**config.mk**
```make
export PLATFORM = sky130hd
export DESIGN_NAME = rma_cell
export DESIGN_NICKNAME = d
export VERILOG_FILES = /design/src/hdl/resource_map_allocator_assert.svh /design/src/hdl/rma_pkg.sv /design/src/hdl/rma_cell.sv
export SDC_FILE = /design/constraint.sdc
export NUM_CORES = 1
export LEC_CHECK = 0
export BUFFER_PORTS_ARGS = -buffer_cell sky130_fd_sc_hd__buf_2
export CELL_PAD_IN_SITES_DETAIL_PLACEMENT = 0
export CELL_PAD_IN_SITES_GLOBAL_PLACEMENT = 1
export CORE_MARGIN = 8
export CORE_UTILIZATION = 34
export CTS_BUF_LIST = sky130_fd_sc_hd__clkbuf_4 sky130_fd_sc_hd__clkbuf_8 sky130_fd_sc_hd__clkbuf_16
export DETAILED_ROUTE_END_ITERATION = 10
export PLACE_DENSITY = 0.87
export RECOVER_POWER = 100
export SLEW_MARGIN = 40
export SYNTH_ARGS = -nofsm -noshare
export SYNTH_HDL_FRONTEND = slang
export SYNTH_SLANG_ARGS = --single-unit
```
**constraint.sdc**
```tcl
create_clock -name clock -period 1.8 [get_ports clock]
set_input_delay 0.18 -clock clock [delete_from_list [all_inputs] [get_ports clock]]
set_output_delay 0.18 -clock clock [all_outputs]
set_load 0.02 [all_outputs]
```
**src/hdl/resource_map_allocator_assert.svh**
```systemverilog
// Assertion macros shared by the allocator modules.
`ifndef RESOURCE_MAP_ALLOCATOR_ASSERT_SVH
`define RESOURCE_MAP_ALLOCATOR_ASSERT_SVH

// The condition holds in the same cycle as the trigger.
`define RMA_ASSERT_SAME(label, clk, rst, trig, cond, msg) \
   label: assert property (@(posedge clk) disable iff (rst) (trig) |-> (cond)) \
      else $error(msg);

// The condition holds in the cycle after the trigger.
`define RMA_ASSERT_NEXT(label, clk, rst, trig, cond, msg) \
   label: assert property (@(posedge clk) disable iff (rst) (trig) |=> (cond)) \
      else $error(msg);

`endif

```
**src/hdl/rma_pkg.sv**
```systemverilog
package rma_pkg;

   // Number of extent cells in the chain.
   localparam int ENTRIES = 64;
   localparam int IDX_W   = $clog2(ENTRIES);
   localparam int CNT_W   = $clog2(ENTRIES + 1);

   localparam int ADDR_W  = 32;
   localparam int LEN_W   = 31;

   localparam int DIV_STEPS = 32;
   localparam int DIV_CNT_W = $clog2(DIV_STEPS);

   typedef struct packed {
      logic [ADDR_W-1:0] start;
      logic [ADDR_W-1:0] length;
   } extent_type;

   typedef struct packed {
      logic              start;
      logic [ADDR_W-1:0] dividend;
      logic [LEN_W-1:0]  divisor;
   } div_req_type;

   typedef struct packed {
      logic             done;
      logic [LEN_W-1:0] remainder;
   } div_rsp_type;

endpackage

```
**src/hdl/rma_cell.sv**
```systemverilog
module rma_cell (
   input  logic               clock,
   input  logic               reset,
   input  logic               shift,
   input  rma_pkg::extent_type d,
   output rma_pkg::extent_type q
);
   import rma_pkg::*;

   extent_type entry_ff;

   // Each cell takes its right-hand neighbour's entry whenever the chain moves.
   always_ff @(posedge clock) begin
      if (reset) begin
         entry_ff <= '0;
      end else if (shift) begin
         entry_ff <= d;
      end
   end

   assign q = entry_ff;

endmodule

```
Yosys cells after proc, flatten, opt, wreduce, memory -nomap -nowiden:

Cells that the tools add are included.
Widths: inputs -> output; s select.

* flip-flop bits (word level): 64
* bits of input ports: 67
* output and inout port bits: 64
* logic and storage cells: 2

Longest topological paths before layout:

* depth in word-level cells: 0
* mapped depth: 4
* mapped depth without buffers: 2

Worst setup path after synthesis:

OpenSTA, ideal clock, no wires.

* path type: input -> register
* start: input port shift
* end: register entry_ff (netlist bit q[10])
* path buffers: 2
* path slack: 0.966 ns
* data required time: 1.672 ns
* stages: 4
* arrival time: 0.706 ns
* setup time: 0.128 ns
* path through: buf_6 > buf_8 > mux2i_1 > nor2_1

RTL lines
* from (decl): line rma_cell.sv:4 `input logic shift,`
* to (signal assigned): line rma_cell.sv:15 `entry_ff <= '0;`
* to (signal assigned): line rma_cell.sv:17 `entry_ff <= d;`
* to (decl): line rma_cell.sv:10 `extent_type entry_ff;`

==> impl_metrics.json <==
{
  "p_int_w": 0.00248,
  "final_net_count": 402,
  "die_width_um": 98.1,
  "cts.path.max_buffers": 2,
  "cp-end-kind": "register",
  "layout_commonest_cell": "buf_2",
  "io_pins": 131,
  "required_ns": 2.01,
  "grt_max_degree": 65,
  "coreArea_mm2": 0.00664,
  "swShare": 0.247,
  "gp_congestion": 0.655,
  "fillers": 681,
  "ant_nets": 0,
  "die-area_mm2": 0.00962,
  "cts_made_buffers": 9,
  "cts_resized": 0,
  "synthCells": 206,
  "path_class": "primary input to register",
  "slew_viol_final": 0,
  "cts_tree": "done",
  "final_cell_mix": "buf_2, mux2i_1, nor2_1, clkbuf_1, dfxtp_1",
  "hold_viol": 0,
  "cts_hold_buf": 0,
  "rows": 30,
  "maxCapViolCount": 0,
  "outcome": "finished, final reports clean",
  "syn_nets": 273,
  "grt_usage": 0.118,
  "grt_pass1_vias": 1964,
  "multi_input_area_um2": 881,
  "routed_wirelength_mm": 5.68,
  "yosysTopAreaCell": "dfxtp_1",
  "yosys_warnings": 0,
  "largest_reg_flops": 64,
  "grt_pass1_wl_mm": 9.18,
  "cts.sinks": 64,
  "power.switching_w": 0.000814,
  "comb_power_share": 0.132,
  "synthTopCellsByArea": "dfxtp_1, mux2i_1, nor2_1",
  "grt_setup_unrepaired": "false",
  "period_needed_ns": 1.32,
  "drc": 0,
  "synth_top_area_frac": 0.559,
  "antennaDiodeCount": 0,
  "rrSetupSlack_ns": 1.17,
  "die_h_um": 98.1,
  "post-dp-hpwl_mm": 4.04,
  "vias": 1859,
  "start_kind": "primary input",
  "worstPathArrival_ns": 1.53,
  "ys_ff_latch": 64,
  "crit_path_max_fanout": 64,
  "drt_iter0_drc": 64,
  "timing.fmax_mhz": 757,
  "netlist-cell-type-count": 7,
  "path_clk_slew_ns": 0.07,
  "skew_ns": 0,
  "tns_ns": 0,
  "pwr-share-seq": 0.468,
  "overflow": 0,
  "power_density_mw_per_mm2": 1070,
  "power_w": 0.00330,
  "p_clk_frac": 0.400,
  "postSynthAreaPerCell_um2": 11.1,
  "htreeDepth": 3,
  "via_per_inst": 4.43,
  "tightest_slew_ns": 1.12,
  "slew_headroom": 0.255,
  "cts-root-buf": "clkbuf_8",
  "seq_area_mm2": 0.00128,
  "post-place-ws_ns": 0.679,
  "finalSetupViolations": 0,
  "irDropWorstVdd_uv": 426,
  "antenna_found_initial": 0,
  "leakagePower_nw": 1.49,
  "wl_per_cell_um": 13.5,
  "portBuffers": 130,
  "area_growth_pct": 34.6,
  "ys_seq_area_frac": 0.559,
  "clkLatencyLatePin_ns": 0.33,
  "timing.final.ws_setup_ns": 0.479,
  "postCtsSetupRepairBufs": 0,
  "start_util": 0.345,
  "hp-class": "primary input to register",
  "min_period_over_period": 0.734,
  "dr.pass1.iters": 5,
  "synth_area_mm2": 0.00229,
  "drive_above_1_share": 0.247
}
## critical path: stages
cell and delay [ns]:
clkbuf_4 0.10, clkbuf_4 0.87, mux2i_1 0.29, nor2_1 0.07
## cells by family (layout without fill, tap and decap cells)
group | Yosys count | after routing | synth area share
buf+inv | 14 | 148 | 0.0563
flops | 64 | 64 | 0.559
mux | 64 | 64 | 0.280
simple gates | 64 | 64 | 0.105
## area by class of cell
cell class	instances	area share
sequential	64	0.415
multi-input combinational	128	0.286
timing repair buffer	132	0.195
clock buffer	14	0.0604
tap	80	0.0325
clock inverter	2	0.0114
## synth_stat cells
master	instances
buf_6	1
mux2i_1	64
buf_1	6
buf_8	6
clkbuf_2	1
dfxtp_1	64
nor2_1	64
## stage by stage
| stage | std cells | util | hold WS [ns] | instance area, um2 |
|---|---|---|---|---|
| 3_3_place_gp | 404 | 0.445 | 0.413 | 2960 |
| 4_1_cts | 420 | 0.478 | 0.0597 | 3180 |
| 3_5_place_dp | 404 | 0.445 | 0.422 | 2960 |
| 5_1_grt | 420 | 0.464 | 0.0605 | 3080 |
| 2_1_floorplan | 206 | - | 0.327 | 2290 |
| 6_report | 420 | 0.464 | 0.0806 | 3080 |
## worst paths after layout
path / cells past startpoint / startpoint / end
hold / removal: 3 / d[41] / q[41]
setup / recovery: 4 / shift / q[10]
hold reg to reg: 2 / q[9] / q[9]
setup reg to reg: 2 / q[10] / q[10]
## power groups by stage
stage / sequential (W) / clock, W / combinational, W
6_report: 0.00154 / 0.00132 / 0.000435
5_1_grt: 0.00155 / 0.00143 / 0.000477
4_1_cts: 0.00154 / 0.00138 / 0.000467
3_5_place_dp: 0.00157 / 0 / 0.000467
3_3_place_gp: 0.00157 / 0 / 0.000459
2_1_floorplan: 0.00168 / 0 / 0.000187
## layer usage
layer | track usage | up-vias | share of wire
li1 | - | 933 | -
met1 | 0.116 | 840 | 0.42
met2 | 0.197 | 78 | 0.46
met3 | 0.0775 | 8 | 0.11
met4 | 0.0360 | 0 | 0.0093
met5 | 0 | - | 0
Note: power is estimated with default switching activity, not from simulation.
