### src/hdl/resource_map_allocator_assert.svh
// Assertion macros shared by the allocator modules.
`ifndef RESOURCE_MAP_ALLOCATOR_ASSERT_SVH
`define RESOURCE_MAP_ALLOCATOR_ASSERT_SVH

// The condition holds in the same cycle as the trigger.
`define RMA_ASSERT_SAME(label, clk, rst, trig, cond, msg) \
   label: assert property (@(posedge clk) disable iff (rst) (trig) |-> (cond)) \
      else $error(msg);

// The condition holds in the cycle after the trigger.
`define RMA_ASSERT_NEXT(label, clk, rst, trig, cond, msg) \
   label: assert property (@(posedge clk) disable iff (rst) (trig) |=> (cond)) \
      else $error(msg);

`endif

### src/hdl/rma_pkg.sv
package rma_pkg;

   // Number of extent cells in the chain.
   localparam int ENTRIES = 64;
   localparam int IDX_W   = $clog2(ENTRIES);
   localparam int CNT_W   = $clog2(ENTRIES + 1);

   localparam int ADDR_W  = 32;
   localparam int LEN_W   = 31;

   localparam int DIV_STEPS = 32;
   localparam int DIV_CNT_W = $clog2(DIV_STEPS);

   typedef struct packed {
      logic [ADDR_W-1:0] start;
      logic [ADDR_W-1:0] length;
   } extent_type;

   typedef struct packed {
      logic              start;
      logic [ADDR_W-1:0] dividend;
      logic [LEN_W-1:0]  divisor;
   } div_req_type;

   typedef struct packed {
      logic             done;
      logic [LEN_W-1:0] remainder;
   } div_rsp_type;

endpackage

### src/hdl/rma_divider.sv
module rma_divider (
   input  logic                 clock,
   input  logic                 reset,
   input  rma_pkg::div_req_type req,
   output rma_pkg::div_rsp_type rsp
);
   import rma_pkg::*;

   logic [LEN_W-1:0]     rem_ff;
   logic [LEN_W-1:0]     rem_in;
   logic [ADDR_W-1:0]    dvd_ff;
   logic [LEN_W-1:0]     dsr_ff;
   logic [DIV_CNT_W-1:0] cnt_ff;
   logic                 run_ff;
   logic                 done_ff;
   logic [LEN_W:0]       trial;
   logic [LEN_W:0]       diff;

   // Restoring division, one quotient bit per cycle; only the remainder is kept.
   always_comb begin
      trial  = {rem_ff, dvd_ff[ADDR_W-1]};
      diff   = trial - {1'b0, dsr_ff};
      rem_in = (trial >= {1'b0, dsr_ff}) ? diff[LEN_W-1:0] : trial[LEN_W-1:0];
   end

   always_ff @(posedge clock) begin
      if (reset) begin
         run_ff  <= 1'b0;
         done_ff <= 1'b0;
         cnt_ff  <= '0;
      end else begin
         done_ff <= 1'b0;
         if (req.start) begin
            rem_ff <= '0;
            dvd_ff <= req.dividend;
            dsr_ff <= req.divisor;
            cnt_ff <= '0;
            run_ff <= 1'b1;
         end else if (run_ff) begin
            rem_ff <= rem_in;
            dvd_ff <= {dvd_ff[ADDR_W-2:0], 1'b0};
            cnt_ff <= cnt_ff + 1'b1;
            if (cnt_ff == DIV_CNT_W'(DIV_STEPS - 1)) begin
               run_ff  <= 1'b0;
               done_ff <= 1'b1;
            end
         end
      end
   end

   assign rsp.done      = done_ff;
   assign rsp.remainder = rem_ff;

   `include "resource_map_allocator_assert.svh"

   `RMA_ASSERT_NEXT(a_done_single, clock, reset, done_ff, !done_ff, "divider done held")
   `RMA_ASSERT_SAME(a_done_idle, clock, reset, done_ff, !run_ff, "divider done while running")

endmodule

### config.mk
export PLATFORM = sky130hd
export DESIGN_NAME = rma_divider
export DESIGN_NICKNAME = d
export VERILOG_FILES = /design/src/hdl/rma_pkg.sv /design/src/hdl/rma_divider.sv
export VERILOG_INCLUDE_DIRS = /design/src /design/src/hdl
export SDC_FILE = /design/constraint.sdc
export NUM_CORES = 1
export LEC_CHECK = 0
export BUFFER_PORTS_ARGS = -buffer_cell sky130_fd_sc_hd__buf_4
export CORE_MARGIN = 10
export CORE_UTILIZATION = 30
export CTS_BUF_LIST = sky130_fd_sc_hd__clkbuf_8
export CTS_CLUSTER_SIZE = 8
export DETAILED_ROUTE_END_ITERATION = 16
export MAX_ROUTING_LAYER = met4
export SETUP_SLACK_MARGIN = 0.1
export SLEW_MARGIN = 20
export SYNTH_ARGS = -nofsm -noshare
export SYNTH_HDL_FRONTEND = slang
export SYNTH_SLANG_ARGS = --single-unit
### constraint.sdc
create_clock -name clock -period 4.1 [get_ports clock]
set_clock_uncertainty 0.1 [all_clocks]
set_input_delay 0.205 -clock clock [delete_from_list [all_inputs] [get_ports clock]]
set_output_delay 0.205 -clock clock [all_outputs]
set_load 0.02 [all_outputs]
After elaboration in Yosys (flattened, before gate mapping)
Cells that the tools add are included.
{"block": "totals", "register_bits": 101, "latchBits": 0, "ram_bits": 0, "rom_bits": 0, "input_bits": 66, "wordCells": 25, "memories": 0}
{"block": "op_classes", "addsub": 2, "n_mul": 0, "div": 0, "order_cmp": 1, "eq_ne": 1, "shifts": 0, "n_mux": 8, "bitwise": 2, "reduce_logical": 5}
{"op": "two-way mux 32 bit", "count": 2}
{"op": "two-way mux 31 bit", "count": 2}
{"op": ">= comparator 32 x 31 -> 1 bit", "count": 1}
{"op": "subtractor 31 bit", "count": 1}
{"op": "adder 5 x 1 -> 5 bit, second input constant", "count": 1}
{"op": "== test 5 bit, second input constant", "count": 1}
{"op": "two-way mux 1 bit", "count": 4}
{"op": "AND reduction 2 bit", "count": 2}
{"op": "OR reduction 3 bit", "count": 1}
{"op": "NOT 1 bit", "count": 2}
{"op": "nonzero test 2 bit", "count": 1}
{"op": "OR reduction 2 bit", "count": 1}

Logic depth before layout (Yosys ltp)
{"block": "logic_depth", "depth_word": 4, "mapped_depth": 13, "mapped_depth_nobuf": 11}

Worst setup path before layout
No wires, ideal clock.
{"block": "synth_timing", "path_type": "input-to-reg", "from": "in req[63] in the netlist's numbering", "to": "reg dvd_ff[0], enable pin", "setup_ns": 0.484, "t_arrival_ns": 3.468, "path_slack_ns": 0.048, "stages": 4, "path_cell_list": "clkbuf_1 clkbuf_1 nor2_1 nor2_1"}
{"block": "synth_between", "elab_chain_len": 2}
{"item": "from (decl)", "line": "rma_divider.sv:4", "text": "input rma_pkg::div_req_type req,"}
{"item": "nonzero test 2 bit (no line)"}
{"item": "AND reduction 2 bit (no line)"}
{"item": "to (signal assigned)", "line": "rma_divider.sv:35", "text": "dvd_ff <= req.dividend;"}
{"item": "to (signal assigned)", "line": "rma_divider.sv:41", "text": "dvd_ff <= {dvd_ff[ADDR_W-2:0], 1'b0};"}
{"item": "to (decl)", "line": "rma_divider.sv:11", "text": "logic [ADDR_W-1:0] dvd_ff;"}
No other way between the ends.
A chain may end at the register's enable or synchronous reset.

Final worst setup path
{"block": "layout_timing", "from": "reg dvd_ff[31]", "to": "reg rem_ff[13], data pin"}
{"block": "layout_between", "elab_chain_len": 3, "word_cells_on_any_way": 4}
{"item": "subtractor 31 bit / >= comparator 32 x 31 -> 1 bit (equally long branches)", "line": "rma_divider.sv:22, rma_divider.sv:23"}
{"item": "two-way mux 31 bit (*)", "line": "rma_divider.sv:23", "text": "rem_in = (trial >= {1'b0, dsr_ff}) ? diff[LEN_W-1:0] : trial[LEN_W-1:0];"}
{"item": "two-way mux 31 bit (*)", "line": "rma_divider.sv:39", "text": "end else if (run_ff) begin"}
{"item": "to (signal assigned)", "line": "rma_divider.sv:40", "text": "rem_ff <= rem_in;"}
{"item": "to (decl)", "line": "rma_divider.sv:9", "text": "logic [LEN_W-1:0] rem_ff;"}
Every way passes the cells marked *; elsewhere a longest branch is shown, timed or not. The select of a mux whose other input is x is not followed.

==> impl_metrics.ini <==
[floorplanning]
num_io_pins = 98
fp.dieH_um = 158
start_util = 0.306
core-area_um2 = 18800
die-area_um2 = 25100
fp-row-count = 50
die_w_um = 158

[worst_setup_path]
path_cells = inv_1 > ha_1 > fa_1 > nand2b_1 > a21oi_2 > o2111ai_1 > a21o_1 > a31o_1 > and2_4 > or3b_2 > a21oi_1
cp.required_ps = 4220
arrival_ps = 3390
reg2reg_from = dvd_ff[31]
r2r_setup_slack_ps = 820
crit_path_max_incr_delay_ps = 500
path_depth = 11
cp-start-kind = register
r2r-end = rem_ff[13]
worstSetupPathType = register to register
crit_family = compound AO/OA/AOI/OAI gates
cp_slowest_cell = or3b_2
critPathCapture = rem_ff[13]
critPathMaxFanout = 30
worstSetupEndpointType = register
path_buf_inv = 1
r2r_cells = 11
crit_start = dvd_ff[31]

[synthesis]
synth_cell_types = 57
synth-edff-count = 94
synth_nets = 633
ys_ff_latch = 101
ys_seq_area_frac = 0.516
async_flop_share = 0
avgSynthCellArea_um2 = 10.8
synth_area_um2 = 5740
synthCells = 533
ys.warnings.count = 0
ys.flop_type = edfxtp_1

[grt]
grt_pass1_wl_um = 23700
grt_max_degree = 67
grt-ovfl-total = 0
grt.total_usage = 0.121
grt_pass1_vias = 4740
antenna_found_initial = 0

[pwr]
intPower_mw = 1.82
switching_share = 0.324
p_comb_frac = 0.301
switchingPower_mw = 0.874
p_per_area_nw_per_um2 = 362
peakVddDrop_mv = 0.251
p_total_mw = 2.70
pwr-share-seq = 0.473
p_clk_frac = 0.226
cellLeakagePower_nw = 3.03

[detailed_routing]
wl_per_cell_um = 15.9
vias_per_cell = 4.90
drtIter0Drc = 210
firstDrtPassIters = 4
drc_errors = 0
antenna_left = 0
vias = 4507
routed_wl_um = 14700

[timing]
rsz0062_at_grt = no
hold_viol = 0
fmax_ghz = 0.305
timing.setup.tns_ps = 0
setup_ws_ps = 824
drv_slew = 0
tightest_slew_ps = 809
period_share = 0.799
setup_violations = 0
period_minus_slack_ps = 3280
max-slew-margin-rel = 0.461

[clock_network]
ctsResizeCount = 0
clk_pin_slew_ps = 100
cts_max_level = 3
cts_sinks = 101
cts_buffers = 9
clk_path_buf_depth = 2
cts_tree = done
cts-root-buf = clkbuf_8
post_cts_buffers = 0
clkLatencyLatePin_ps = 390

[placed_design]
port_buffers = 97
dp_hpwl_um = 10800
post-place-ws_ps = 868
place_congestion = 0.877

[layout]
nets = 781
fin_util = 0.397
antenna_cells = 0
drive_gt1_frac = 0.235
syn2layout_area_growth_pct = 29.8
fill_cells = 1835

[job]
cap_violations = 0

[run_status]
status = finished, final reports clean

[hold_path]
min-delay-start = req[45]
hold_path_class = input pin to register
[cell usage in the layout (no fill, tap or decap), types with 3 or more instances in the layout]
master / count
buf_4: 103
edfxtp_1: 94
nand2_1: 56
dlygate4sd3_1: 54
a21oi_1: 43
inv_1: 41
nor2_1: 36
ha_1: 33
mux2_2: 31
nand3_1: 24
o21ai_0: 20
a21o_1: 12
xnor2_1: 12
xor2_1: 10
nor3_1: 9
clkbuf_8: 9
a211oi_1: 8
nand2b_1: 7
dfxtp_1: 7
a31oi_1: 5
nand4_1: 5
and3_1: 4
mux2i_1: 4
or3_1: 4
o2111ai_1: 3
a21boi_0: 3
or2_2: 3
nor2b_1: 3
[final cells by class]
class | count | area, um2 | share of cell area
Clock buffer | 9 | 124 | 0.0166
Tap cell | 234 | 293 | 0.0393
Timing Repair Buffer | 157 | 1310 | 0.176
Inverter | 40 | 150 | 0.0201
Multi-Input combinational cell | 372 | 2550 | 0.342
Clock inverter | 7 | 63.8 | 0.00856
Sequential cell | 101 | 2960 | 0.397
[kinds of logic after synthesis]
family	count (synthesis)	share of synthesized area
AOI/OAI and AO/OA	117	0.131
xor gates and xnor gates	22	0.0336
adders and majority gates	34	0.0754
buffers and inverters	60	0.0423
DFF	101	0.516
muxes	35	0.0678
and+or+nand+nor	164	0.134
[metrics by stage]
stage | instance area (um2) | hold WS [ps] | cells
finish | 7450 | 19.7 | 920
global route | 7450 | 1.69 | 920
CTS | 7420 | 0.295 | 917
detailed placement | 6730 | 285 | 850
global placement | 6730 | 285 | 850
floorplan | 5750 | 178 | 533
[synth_stat cells, drive strengths merged (4+ instances only)]
cell	n	area, um2
edfxtp	94	2820
nand2	56	210
a21oi	44	224
inv	40	150
nor2	38	143
ha	33	413
mux2	31	349
nand3	24	120
o21ai	20	100
a21o	12	90.1
clkbuf	12	45.0
xnor2	12	105
xor2	10	87.6
nor3	9	45.0
a211oi	8	60.1
buf	8	47.5
dfxtp	7	140
nand2b	7	43.8
a31oi	6	43.8
nand4	5	31.3
a21boi	4	30.0
and3	4	25.0
mux2i	4	40.0
or3	4	25.0
[power groups by stage]
stage | Clock, mW | Sequential (mW) | Combinational [mW]
after global placement | 0 | 1.30 | 0.758
after floorplan | 0 | 1.33 | 0.501
final | 0.611 | 1.28 | 0.811
after global routing | 0.676 | 1.29 | 0.901
after detailed placement | 0 | 1.30 | 0.765
after CTS | 0.638 | 1.28 | 0.811
[metal layers]
metal  share of wire  wire [um]  track usage  vias up
met4          0.0064         94       0.0247        0
li1                -          -            -     2244
met3           0.065        957       0.0459        8
met5               0          0            -        -
met2            0.49       7190        0.196       97
met1            0.44       6430        0.140     2158
[flip-flops by register name, summed over array words and instances, names as in the netlist]
register / flops
dvd_ff: 32
cnt_ff: 5
done_ff: 1
rem_ff: 31
dsr_ff: 31
run_ff: 1
[what timing repair did]
| item | CTS | global route |
|---|---|---|
| hold buffers | 51 | 3 |
| endpoints found under the setup margin | 0 | 0 |
| hold endpoints to repair | 51 | 3 |
[worst min-delay path by stage]
stage                  to  slack, ps  cells past startpoint
6_report       dvd_ff[14]         20                      2
5_1_grt        dvd_ff[29]          2                      2
4_1_cts        dvd_ff[31]        0.3                      2
3_5_place_dp   dsr_ff[24]        280                      1
3_3_place_gp   dsr_ff[19]        280                      1
2_1_floorplan      run_ff        180                      1
No activity file was read; power rests on OpenSTA's default activity.
