===== src/hdl/resource_map_allocator_assert.svh =====
// Assertion macros shared by the allocator modules.
`ifndef RESOURCE_MAP_ALLOCATOR_ASSERT_SVH
`define RESOURCE_MAP_ALLOCATOR_ASSERT_SVH

// The condition holds in the same cycle as the trigger.
`define RMA_ASSERT_SAME(label, clk, rst, trig, cond, msg) \
   label: assert property (@(posedge clk) disable iff (rst) (trig) |-> (cond)) \
      else $error(msg);

// The condition holds in the cycle after the trigger.
`define RMA_ASSERT_NEXT(label, clk, rst, trig, cond, msg) \
   label: assert property (@(posedge clk) disable iff (rst) (trig) |=> (cond)) \
      else $error(msg);

`endif


===== src/hdl/rma_pkg.sv =====
package rma_pkg;

   // Number of extent cells in the chain.
   localparam int ENTRIES = 64;
   localparam int IDX_W   = $clog2(ENTRIES);
   localparam int CNT_W   = $clog2(ENTRIES + 1);

   localparam int ADDR_W  = 32;
   localparam int LEN_W   = 31;

   localparam int DIV_STEPS = 32;
   localparam int DIV_CNT_W = $clog2(DIV_STEPS);

   typedef struct packed {
      logic [ADDR_W-1:0] start;
      logic [ADDR_W-1:0] length;
   } extent_type;

   typedef struct packed {
      logic              start;
      logic [ADDR_W-1:0] dividend;
      logic [LEN_W-1:0]  divisor;
   } div_req_type;

   typedef struct packed {
      logic             done;
      logic [LEN_W-1:0] remainder;
   } div_rsp_type;

endpackage


===== src/hdl/rma_control.sv =====
module rma_control (
   input  logic                         clock,
   input  logic                         reset,
   input  logic                         start,
   output logic                         busy,
   input  logic                         req_opcode,
   input  logic [rma_pkg::ADDR_W-1:0]   req_address,
   input  logic [rma_pkg::LEN_W-1:0]    req_length,
   input  logic [rma_pkg::LEN_W-1:0]    req_alignment,
   input  rma_pkg::extent_type          head,
   input  rma_pkg::extent_type          nxt,
   output logic                         shift,
   output rma_pkg::extent_type          tail,
   output rma_pkg::div_req_type         div_req,
   input  rma_pkg::div_rsp_type         div_rsp,
   output logic                         rsp_strobe,
   output logic [rma_pkg::ADDR_W-1:0]   rsp_granted_addr,
   output logic                         rsp_done_ok,
   output logic                         rsp_extent_lost
);
   import rma_pkg::*;

   typedef enum logic [2:0] {
      S_IDLE, S_PREDIV, S_PDWAIT, S_ASCAN, S_ADIV, S_RSCAN, S_RDECIDE, S_REDIT
   } state_type;

   typedef enum logic [1:0] {M_COPY, M_SKIP, M_DELAY} mode_type;
   typedef enum logic [1:0] {K_REPLACE, K_MERGE, K_INSERT, K_REMOVE} kind_type;

   function automatic logic [ADDR_W-1:0] sat_add(logic [ADDR_W-1:0] a, logic [ADDR_W-1:0] b);
      logic [ADDR_W:0] s;
      s = {1'b0, a} + {1'b0, b};
      return s[ADDR_W] ? '1 : s[ADDR_W-1:0];
   endfunction

   state_type         state_ff;
   mode_type          mode_ff, mode_in;
   extent_type        hold_ff, hold_in;
   logic [IDX_W-1:0]  step_ff;
   logic              op_ff;
   logic [ADDR_W-1:0] addr_ff;
   logic [LEN_W-1:0]  len_ff;
   logic [LEN_W-1:0]  align_ff;
   logic [ADDR_W-1:0] rnd_ff;
   logic              rnd_valid_ff;
   logic [ADDR_W-1:0] div_x_ff;
   logic              used_ff;
   logic              scan_done_ff;
   logic              ok_ff;
   logic [ADDR_W-1:0] granted_ff;
   logic [ADDR_W-1:0] slack_ff;
   logic [ADDR_W-1:0] slack_st_ff;
   logic [ADDR_W-1:0] rel_addr_ff;
   logic [ADDR_W-1:0] rel_size_ff;
   logic [CNT_W-1:0]  i_ff, n_ff, p_ff;
   logic              stop_ff;
   extent_type        prev_ff, cur_ff, val_ff;
   kind_type          kind_ff;
   logic              rlost_ff;
   logic              rsp_valid_ff;
   logic [ADDR_W-1:0] rsp_addr_ff;
   logic              rsp_ok_ff, rsp_lost_ff;

   logic              last;
   logic              used_now;
   logic              fixed_addr, per_div, need_div, evaluate, eval_ok;
   logic [ADDR_W-1:0] len32, a_end, a_sum, m_addr, off, rem_len;
   logic              brk, skip_c, fit, success, stop_now;
   extent_type        new_ext, skip_val, edit_val;
   logic              edit_here;
   kind_type          edit_kind;
   logic              mrg_l, mrg_r;
   kind_type          dec_kind;
   logic [CNT_W-1:0]  dec_p;
   extent_type        dec_val;
   logic              fin_ok;
   logic [ADDR_W-1:0] fin_slack, fin_st, fin_granted;
   logic [ADDR_W-1:0] rounded;

   // Allocation test on the entry at the head of the chain.
   always_comb begin
      last       = (step_ff == IDX_W'(ENTRIES - 1));
      used_now   = used_ff && (head.length != '0);
      len32      = {1'b0, len_ff};
      fixed_addr = (addr_ff != '0);
      per_div    = !fixed_addr && (align_ff != '0);
      evaluate   = used_now && !scan_done_ff;
      need_div   = evaluate && per_div && !rnd_valid_ff;
      eval_ok    = evaluate && !need_div;
      a_end      = head.start + head.length;
      a_sum      = addr_ff + len32;
      if (align_ff != '0) begin
         m_addr = rnd_ff;
      end else if (fixed_addr) begin
         m_addr = addr_ff;
      end else begin
         m_addr = head.start;
      end
      off     = m_addr - head.start;
      rem_len = head.length - off;
      fit     = !(off > head.length) && (rem_len >= len32);
      skip_c  = fixed_addr && (a_end < addr_ff);
      brk     = fixed_addr && ((head.start > addr_ff) || (!skip_c && (a_sum > a_end)));
      success = eval_ok && !brk && !skip_c && fit;
      stop_now = eval_ok && (brk || success);
      new_ext.start  = m_addr + len32;
      new_ext.length = rem_len - len32;
      rounded = div_x_ff - {1'b0, div_rsp.remainder};
   end

   // Stream editor: what goes back into the tail cell on each move.
   always_comb begin
      edit_here = 1'b0;
      edit_kind = K_REPLACE;
      edit_val  = new_ext;
      if (state_ff == S_ASCAN) begin
         edit_here = success;
         edit_kind = (new_ext.length != '0) ? K_REPLACE : K_REMOVE;
      end else if (state_ff == S_REDIT) begin
         edit_here = (CNT_W'(step_ff) == p_ff);
         edit_kind = kind_ff;
         edit_val  = val_ff;
      end
      skip_val = last ? '0 : nxt;
      mode_in  = mode_ff;
      hold_in  = hold_ff;
      tail     = head;
      if (edit_here) begin
         unique case (edit_kind)
            K_REPLACE: tail = edit_val;
            K_MERGE: begin
               tail    = edit_val;
               mode_in = M_SKIP;
            end
            K_INSERT: begin
               tail    = edit_val;
               hold_in = head;
               mode_in = M_DELAY;
            end
            K_REMOVE: begin
               tail    = skip_val;
               mode_in = M_SKIP;
            end
         endcase
      end else begin
         unique case (mode_ff)
            M_COPY: tail = head;
            M_SKIP: tail = skip_val;
            M_DELAY: begin
               tail    = hold_ff;
               hold_in = head;
            end
            default: tail = head;
         endcase
      end
      if (last) begin
         mode_in = M_COPY;
      end
      shift = ((state_ff == S_ASCAN) && !need_div) || (state_ff == S_RSCAN) ||
              (state_ff == S_REDIT);
   end

   // Release decision from the facts gathered on the scan pass.
   always_comb begin
      mrg_l = (i_ff != '0) && ((prev_ff.start + prev_ff.length) == rel_addr_ff);
      mrg_r = stop_ff && ((rel_addr_ff + rel_size_ff) == cur_ff.start);
      priority if (mrg_l && mrg_r) begin
         dec_kind       = K_MERGE;
         dec_p          = i_ff - 1'b1;
         dec_val.start  = prev_ff.start;
         dec_val.length = sat_add(sat_add(prev_ff.length, rel_size_ff), cur_ff.length);
      end else if (mrg_l) begin
         dec_kind       = K_REPLACE;
         dec_p          = i_ff - 1'b1;
         dec_val.start  = prev_ff.start;
         dec_val.length = sat_add(prev_ff.length, rel_size_ff);
      end else if (mrg_r) begin
         dec_kind       = K_REPLACE;
         dec_p          = i_ff;
         dec_val.start  = cur_ff.start - rel_size_ff;
         dec_val.length = sat_add(cur_ff.length, rel_size_ff);
      end else begin
         dec_kind       = K_INSERT;
         dec_p          = i_ff;
         dec_val.start  = rel_addr_ff;
         dec_val.length = rel_size_ff;
      end
      fin_ok      = ok_ff || success;
      fin_slack   = success ? off : slack_ff;
      fin_st      = success ? head.start : slack_st_ff;
      fin_granted = success ? m_addr : granted_ff;
   end

   always_comb begin
      div_req.start    = (state_ff == S_PREDIV) || ((state_ff == S_ASCAN) && need_div);
      div_req.dividend = ((state_ff == S_PREDIV) ? addr_ff : head.start) +
                         {1'b0, align_ff} - 32'd1;
      div_req.divisor  = align_ff;
   end

   always_ff @(posedge clock) begin
      if (reset) begin
         state_ff     <= S_IDLE;
         mode_ff      <= M_COPY;
         step_ff      <= '0;
         rsp_valid_ff <= 1'b0;
      end else begin
         rsp_valid_ff <= 1'b0;
         if (shift) begin
            mode_ff <= mode_in;
            hold_ff <= hold_in;
            step_ff <= last ? '0 : step_ff + 1'b1;
         end
         unique case (state_ff)
            S_IDLE: begin
               if (start) begin
                  op_ff        <= req_opcode;
                  addr_ff      <= req_address;
                  len_ff       <= req_length;
                  align_ff     <= req_alignment;
                  used_ff      <= 1'b1;
                  scan_done_ff <= 1'b0;
                  ok_ff        <= 1'b0;
                  granted_ff   <= '0;
                  slack_ff     <= '0;
                  rnd_valid_ff <= 1'b0;
                  i_ff         <= '0;
                  n_ff         <= '0;
                  stop_ff      <= 1'b0;
                  mode_ff      <= M_COPY;
                  step_ff      <= '0;
                  rel_addr_ff  <= req_address;
                  rel_size_ff  <= {1'b0, req_length};
                  if (req_opcode) begin
                     if (req_length == '0) begin
                        rsp_valid_ff <= 1'b1;
                        rsp_addr_ff  <= '0;
                        rsp_ok_ff    <= 1'b0;
                        rsp_lost_ff  <= 1'b0;
                     end else begin
                        state_ff <= S_RSCAN;
                     end
                  end else if ((req_address != '0) && (req_alignment != '0)) begin
                     state_ff <= S_PREDIV;
                  end else begin
                     state_ff <= S_ASCAN;
                  end
               end
            end
            S_PREDIV: begin
               div_x_ff <= div_req.dividend;
               state_ff <= S_PDWAIT;
            end
            S_PDWAIT: begin
               if (div_rsp.done) begin
                  rnd_ff   <= rounded;
                  state_ff <= S_ASCAN;
               end
            end
            S_ASCAN: begin
               if (need_div) begin
                  div_x_ff <= div_req.dividend;
                  state_ff <= S_ADIV;
               end else begin
                  rnd_valid_ff <= 1'b0;
                  used_ff      <= used_now;
                  if (stop_now) begin
                     scan_done_ff <= 1'b1;
                  end
                  if (success) begin
                     ok_ff       <= 1'b1;
                     granted_ff  <= m_addr;
                     slack_ff    <= off;
                     slack_st_ff <= head.start;
                  end
                  if (last) begin
                     if (fin_ok && (fin_slack != '0)) begin
                        rel_addr_ff <= fin_st;
                        rel_size_ff <= fin_slack;
                        used_ff     <= 1'b1;
                        i_ff        <= '0;
                        n_ff        <= '0;
                        stop_ff     <= 1'b0;
                        state_ff    <= S_RSCAN;
                     end else begin
                        rsp_valid_ff <= 1'b1;
                        rsp_addr_ff  <= fin_ok ? fin_granted : '0;
                        rsp_ok_ff    <= fin_ok;
                        rsp_lost_ff  <= 1'b0;
                        state_ff     <= S_IDLE;
                     end
                  end
               end
            end
            S_ADIV: begin
               if (div_rsp.done) begin
                  rnd_ff       <= rounded;
                  rnd_valid_ff <= 1'b1;
                  state_ff     <= S_ASCAN;
               end
            end
            S_RSCAN: begin
               used_ff <= used_now;
               if (used_now) begin
                  n_ff <= n_ff + 1'b1;
                  if (!stop_ff) begin
                     if (head.start <= rel_addr_ff) begin
                        i_ff    <= i_ff + 1'b1;
                        prev_ff <= head;
                     end else begin
                        stop_ff <= 1'b1;
                        cur_ff  <= head;
                     end
                  end
               end
               if (last) begin
                  state_ff <= S_RDECIDE;
               end
            end
            S_RDECIDE: begin
               kind_ff  <= dec_kind;
               p_ff     <= dec_p;
               val_ff   <= dec_val;
               rlost_ff <= (dec_kind == K_INSERT) && (n_ff == CNT_W'(ENTRIES));
               mode_ff  <= M_COPY;
               state_ff <= S_REDIT;
            end
            S_REDIT: begin
               if (last) begin
                  rsp_valid_ff <= 1'b1;
                  rsp_lost_ff  <= rlost_ff;
                  if (op_ff) begin
                     rsp_addr_ff <= '0;
                     rsp_ok_ff   <= !rlost_ff;
                  end else begin
                     rsp_addr_ff <= granted_ff;
                     rsp_ok_ff   <= 1'b1;
                  end
                  state_ff <= S_IDLE;
               end
            end
         endcase
      end
   end

   assign busy             = (state_ff != S_IDLE);
   assign rsp_strobe       = rsp_valid_ff;
   assign rsp_granted_addr = rsp_addr_ff;
   assign rsp_done_ok      = rsp_ok_ff;
   assign rsp_extent_lost  = rsp_lost_ff;

   `include "resource_map_allocator_assert.svh"

   `RMA_ASSERT_SAME(a_rsp_idle, clock, reset, rsp_valid_ff, !busy, "result while busy")
   `RMA_ASSERT_NEXT(a_accept, clock, reset, start && !busy, busy || rsp_valid_ff, "request dropped")
   `RMA_ASSERT_SAME(a_div_wait, clock, reset, div_rsp.done, (state_ff == S_ADIV) || (state_ff == S_PDWAIT), "divider result unexpected")
   `RMA_ASSERT_SAME(a_delay_edit, clock, reset, mode_ff == M_DELAY, state_ff == S_REDIT, "insert outside edit pass")

endmodule


===== config.mk =====
export PLATFORM = sky130hd
export DESIGN_NAME = rma_control
export DESIGN_NICKNAME = d
export VERILOG_FILES = /design/src/hdl/rma_pkg.sv /design/src/hdl/rma_control.sv
export VERILOG_INCLUDE_DIRS = /design/src /design/src/hdl
export SDC_FILE = /design/constraint.sdc
export NUM_CORES = 2
export LEC_CHECK = 0
export BUFFER_PORTS_ARGS = -buffer_cell sky130_fd_sc_hd__buf_4
export CORE_MARGIN = 2
export CORE_UTILIZATION = 62
export DETAILED_ROUTE_END_ITERATION = 7
export PLACE_DENSITY = 0.89
export SLEW_MARGIN = 20
export SYNTH_ARGS = -nofsm -noshare
export SYNTH_HDL_FRONTEND = slang
export SYNTH_SLANG_ARGS = --single-unit

===== constraint.sdc =====
create_clock -name clock -period 22 [get_ports clock]
set_clock_uncertainty 0.15 [all_clocks]
set_input_delay 2.2 -clock clock [delete_from_list [all_inputs] [get_ports clock]]
set_output_delay 2.2 -clock clock [all_outputs]
set_load 0.05 [all_outputs]

Word-level counts from Yosys, hierarchy flattened:

Cells that the tools add are included.
Widths: inputs -> output; s select.

* eq/ne operators: 38
* add/subtract/negate cells: 19
* reductions and logical operators: 75
* bitwise operators: 4
* magnitude comparators: 6
* muxes and demuxes: 133

Operators with widths (number)
* $mux 32: 30
* $mux 64: 10
* $pmux 32 s2: 5
* $pmux 64 s2: 2
* $reduce_bool 32->1: 5
* $add 32x32->33: 3
* $add 32x31->32: 3
* $add 32x32->32: 3
* $gt 32x32->1: 3
* $pmux 32 s3: 1
* $sub 32x32->32: 3
* $mux 7: 10
* $eq 32x32->1: 2
* $sub 32x31->32: 2
* $reduce_bool 31->1: 2
* $pmux 7 s3: 2
* $mux 1: 38
* $ge 32x31->1: 1
* $le 32x32->1: 1
* $lt 32x32->1: 1
* $sub 32x1->32 const B: 1
* $logic_not 31->1: 1
* $ne 2x2->1 const B: 14
* $mux 3: 9
* 37 further kinds: 123

* output and inout bits: 165
* input port bits: 258
* bits in registers: 650

Logic depth before layout (Yosys ltp):

* depth in word-level cells: 18
* mapped depth: 46
* gate-level depth less buffers: 43

Worst setup path before layout:

Ideal clock, no wire load.

* path kind: input-to-reg
* from: input port head[33] (netlist name)
* to: register hold_ff[0] (netlist name) (enable)
* data arrival time: 13.345 ns
* cell stages on the path: 36
* path slack: 7.940 ns
* cells stage by stage: a21oi_1 -> a21oi_1 -> ha_1 -> nor2b_1 -> o31a_1 -> o21ai_0 -> nand2b_1 -> a21o_1 -> a21oi_1 -> xnor2_1 -> inv_1 -> ha_1 -> or3_1 -> o21ai_0 -> a21oi_1 -> o31ai_1 -> a311oi_1 -> o31ai_1 -> a21oi_1 -> maj3_1 -> maj3_1 -> xnor2_1 -> ha_1 -> nand2_1 -> o21ai_0 -> a21o_1 -> a221oi_1 -> o21ai_0 -> o21a_1 -> o21ai_0 -> a21oi_1 -> o211ai_2 -> nor2_1 -> nor2_1 -> a21oi_1 -> nor3_1

* cells in the longest elaborated chain, start to end: 14

Ends and longest elaborated chain
* start: declaration: line rma_control.sv:10 `input rma_pkg::extent_type head,`
* parallel branches: the longest is 13 deep, another holds $sub 32x32->32
* $reduce_and 4->1 (no source line) (*)
* end signal: assignment: line rma_control.sv:211 `hold_ff <= hold_in;`
* end: declaration: line rma_control.sv:38 `extent_type hold_ff, hold_in;`

Every way passes the cells marked *.
A chain may end at the register's enable or synchronous reset.

==> results.py <==
metrics = {
    "run_status": {
        "status": "finished, final reports clean",
    },
    "run": {
        "maxCapViolCount": 0,
    },
    "synth": {
        "seq_area_frac_synth_pct": 35.2,
        "synth_top_flop_cell": "edfxtp_1",
        "netlist_instances": 6202,
        "yosysTopAreaCellShare_pct": 34.8,
        "synth_edf_count": 638,
        "synth_cell_type_count": 92,
        "netlist_area_um2": 55100,
        "ys_async_sr_fraction_pct": 0,
        "synthTopCellsByArea": "edfxtp_1 35%, ha_1 14%, a21oi_1 5.3%",
        "synth_top_cell_by_area": "edfxtp_1",
        "synth_warnings": 0,
        "synth_area_per_cell_um2": 8.88,
        "synth_nets": 7069,
        "ys_seq_elements": 650,
    },
    "place": {
        "place.gp.congestion": 1.06,
        "place_hpwl_um": 164000,
        "placed_area_um2": 59400,
        "place_ws_ns": 7.18,
        "port-buffer-count": 422,
    },
    "worst_setup_path": {
        "crit_path_max_fanout": 168,
        "critPathMaxStageDelay_ns": 0.77,
        "crit_top_cell": "a21oi_1",
        "crit_slowest_cell": "buf_4",
        "worstPathArrival_ns": 12.81,
        "crit_required_ns": 19.65,
        "worstSetupPathType": "reg2out",
        "crit_path_start_kind": "flip-flop",
        "endpoint_kind": "primary output",
    },
    "clock_tree": {
        "hold_buffers": 0,
        "cts-root-buf": "clkbuf_16",
        "post_cts_buffers": 0,
        "ctsResizeCount": 0,
        "cts_tree": "done",
        "cts.sinks": 650,
        "clockBufferDepth": 3,
        "numCtsBuffers": 78,
        "clk_latency_ns": 0.68,
        "cts.reportedPaths.clkPinSlew_ns": 0.07,
        "cts_max_level": 3,
    },
    "global_routing": {
        "grt_max_degree": 169,
        "grt_util_all_layers_pct": 45.2,
        "top_usage_layer": "met2",
        "overflow": 0,
        "antenna_found_initial": 12,
        "use_met1_pct": 58.0,
        "grt.met3_usage_pct": 11.4,
        "grt_pass1_vias": 50000,
        "grt_pass1_wl_um": 306000,
        "use_met2_pct": 69.7,
    },
    "pwr": {
        "power_leakage_nw": 26.5,
        "peakVddDrop_mv": 0.168,
        "power_density_nw_per_um2": 119,
    },
    "routing": {
        "ant_nets": 0,
        "drt_iter0_drc": 7237,
        "vias": 52400,
        "avgRoutedWirePerCell_um": 27.2,
        "via_per_inst": 6.73,
        "drc": 0,
        "first_pass_iters": 6,
        "wl_um": 212000,
    },
    "layout": {
        "final_area_um2": 62000,
        "drive_above_1_share_pct": 10.3,
        "area_growth_pct": 12.6,
        "nets": 7420,
    },
    "floorplan": {
        "core_area_um2": 88200,
        "num_io_pins": 423,
        "dieArea_um2": 91200,
        "fp.dieW_um": 302,
        "die_h_um": 302,
        "rows": 109,
        "initial_core_util_pct": 62.4,
    },
    "sta": {
        "fin_ws_ns": 6.84,
        "finalSetupTns_ns": 0,
        "setup-violations-final": 0,
        "finalHoldViolCount": 0,
        "tightest_slew_ns": 1.19,
        "period_minus_slack_ns": 15.16,
        "whs_ns": 0.352,
        "min_period_over_period_pct": 68.9,
        "rsz0062_at_grt": "false",
        "slew_viol_final": 0,
        "clock.fmax_ghz": 0.0660,
        "slew_headroom_pct": 19.7,
    },
    "hold_path": {
        "hold_class": "reg2reg",
    },
}
Yosys cell counts, types with 12 or more instances:
library cell,count
inv_1,469
a31oi_1,66
or4_1,19
o2bb2ai_1,21
xor2_1,168
a2111oi_0,14
edfxtp_1,638
a22o_1,32
o21ai_0,333
ha_1,595
mux2_1,24
buf_2,19
nor2_1,589
nand4_1,78
xnor2_1,235
buf_1,21
o22ai_1,14
o21a_1,75
nand2_1,553
nand3b_1,44
o31a_1,13
a21o_1,197
nand3_1,109
nand2b_1,79
mux2i_1,55
a21boi_0,26
a211o_1,12
nor4_1,91
nor3_1,108
fa_1,14
a22oi_1,70
or3_1,52
a211oi_1,113
clkbuf_1,151
and3_1,55
and2_1,34
or2_2,38
o31ai_1,32
o2111ai_1,15
o211ai_1,35
a21oi_1,582
nor2b_1,72
o21bai_1,50
dfxtp_1,12
per-layer routing:
metal	wire, um	share of wire [%]	up-vias
met5	7	0.0033	-
met1	78700	37	24800
li1	-	-	23500
met2	91800	43	3422
met4	14400	6.8	2
met3	26900	13	638
placed cells by master (no fill, tap or decap), types with 52 or more instances in the layout:
cell       netlist  routed
ha_1           595     594
nand4_1         78      78
nor2b_1         72      69
a31oi_1         66      66
buf_4            5     465
o21a_1          75      75
mux2i_1         55      55
nand2b_1        79      79
nand2_1        553     553
and3_1          55      54
inv_1          469     468
a21o_1         197     197
o21ai_0        333     333
a22oi_1         70      70
a211oi_1       113     113
a21oi_1        582     582
xor2_1         168     168
nor3_1         108     105
nor4_1          91      90
edfxtp_1       638     638
xnor2_1        235     235
nand3_1        109     107
nor2_1         589     583
clkbuf_16        0      81
or3_1           52      52
final cells by class:
cell class / instances / area (um2)
Antenna cell: 11 / 27.5
Inverter: 470 / 1760
Tap cell: 1165 / 1460
Clock buffer: 95 / 2120
Sequential cell: 650 / 19400
Fill cell: 6758 / 26200
Timing Repair Buffer: 468 / 3550
Multi-Input combinational cell: 4885 / 33300
Clock inverter: 45 / 412
stage by stage:
step                      utilization, %  cells  power (mW)
final                               70.3   7789        7.39
after detailed placement            67.4   7638        5.92
after floorplan                        -   6202        4.61
after CTS                           70.2   7778        7.25
after global routing                70.2   7779        7.72
after global placement              67.3   7637        5.83
where the power goes:
group,switching (mW),total (mW),internal (mW),leakage [nW]
Sequential,0.174,1.78,1.60,5.96
Clock,0.566,1.33,0.766,1.23
Combinational,2.79,4.28,1.49,19.3
final timing paths:
| check | startpoint | endpoint | slack, ns | cells past startpoint |
|---|---|---|---|---|
| setup / recovery | align_ff[23] | tail[53] | 6.84 | 42 |
| hold / removal | mode_ff[0] | mode_ff[0] | 0.35 | 2 |
| setup reg to reg | align_ff[23] | hold_ff[0] | 9.51 | 41 |
| hold reg to reg | mode_ff[0] | mode_ff[0] | 0.35 | 2 |
flip-flops by register name (all words and copies together), names as in the netlist, 64 cells and up:
name / flops
hold_ff: 64
prev_ff: 64
val_ff: 64
cur_ff: 64
worst max-delay path: cells and delay by family (launching register included):
| family | cells | cell delay [ns] |
|---|---|---|
| AO/OA/AOI/OAI | 19 | 5.03 |
| flip-flops | 1 | 0.41 |
| buffers and inverters | 7 | 2.29 |
| AND/OR/NAND/NOR | 11 | 2.78 |
| adder cells (fa/ha/maj) | 4 | 1.34 |
| XOR/XNOR | 1 | 0.24 |
cells by family after synthesis:
family / synth area share (%)
AND/OR/NAND/NOR: 17.0
AO/OA/AOI/OAI: 20.9
buffers and inverters: 4.64
flip-flops: 35.2
adder cells (fa/ha/maj): 14.1
XOR/XNOR: 6.41
multiplexers: 1.69
Power figures use the tool's default switching activity.
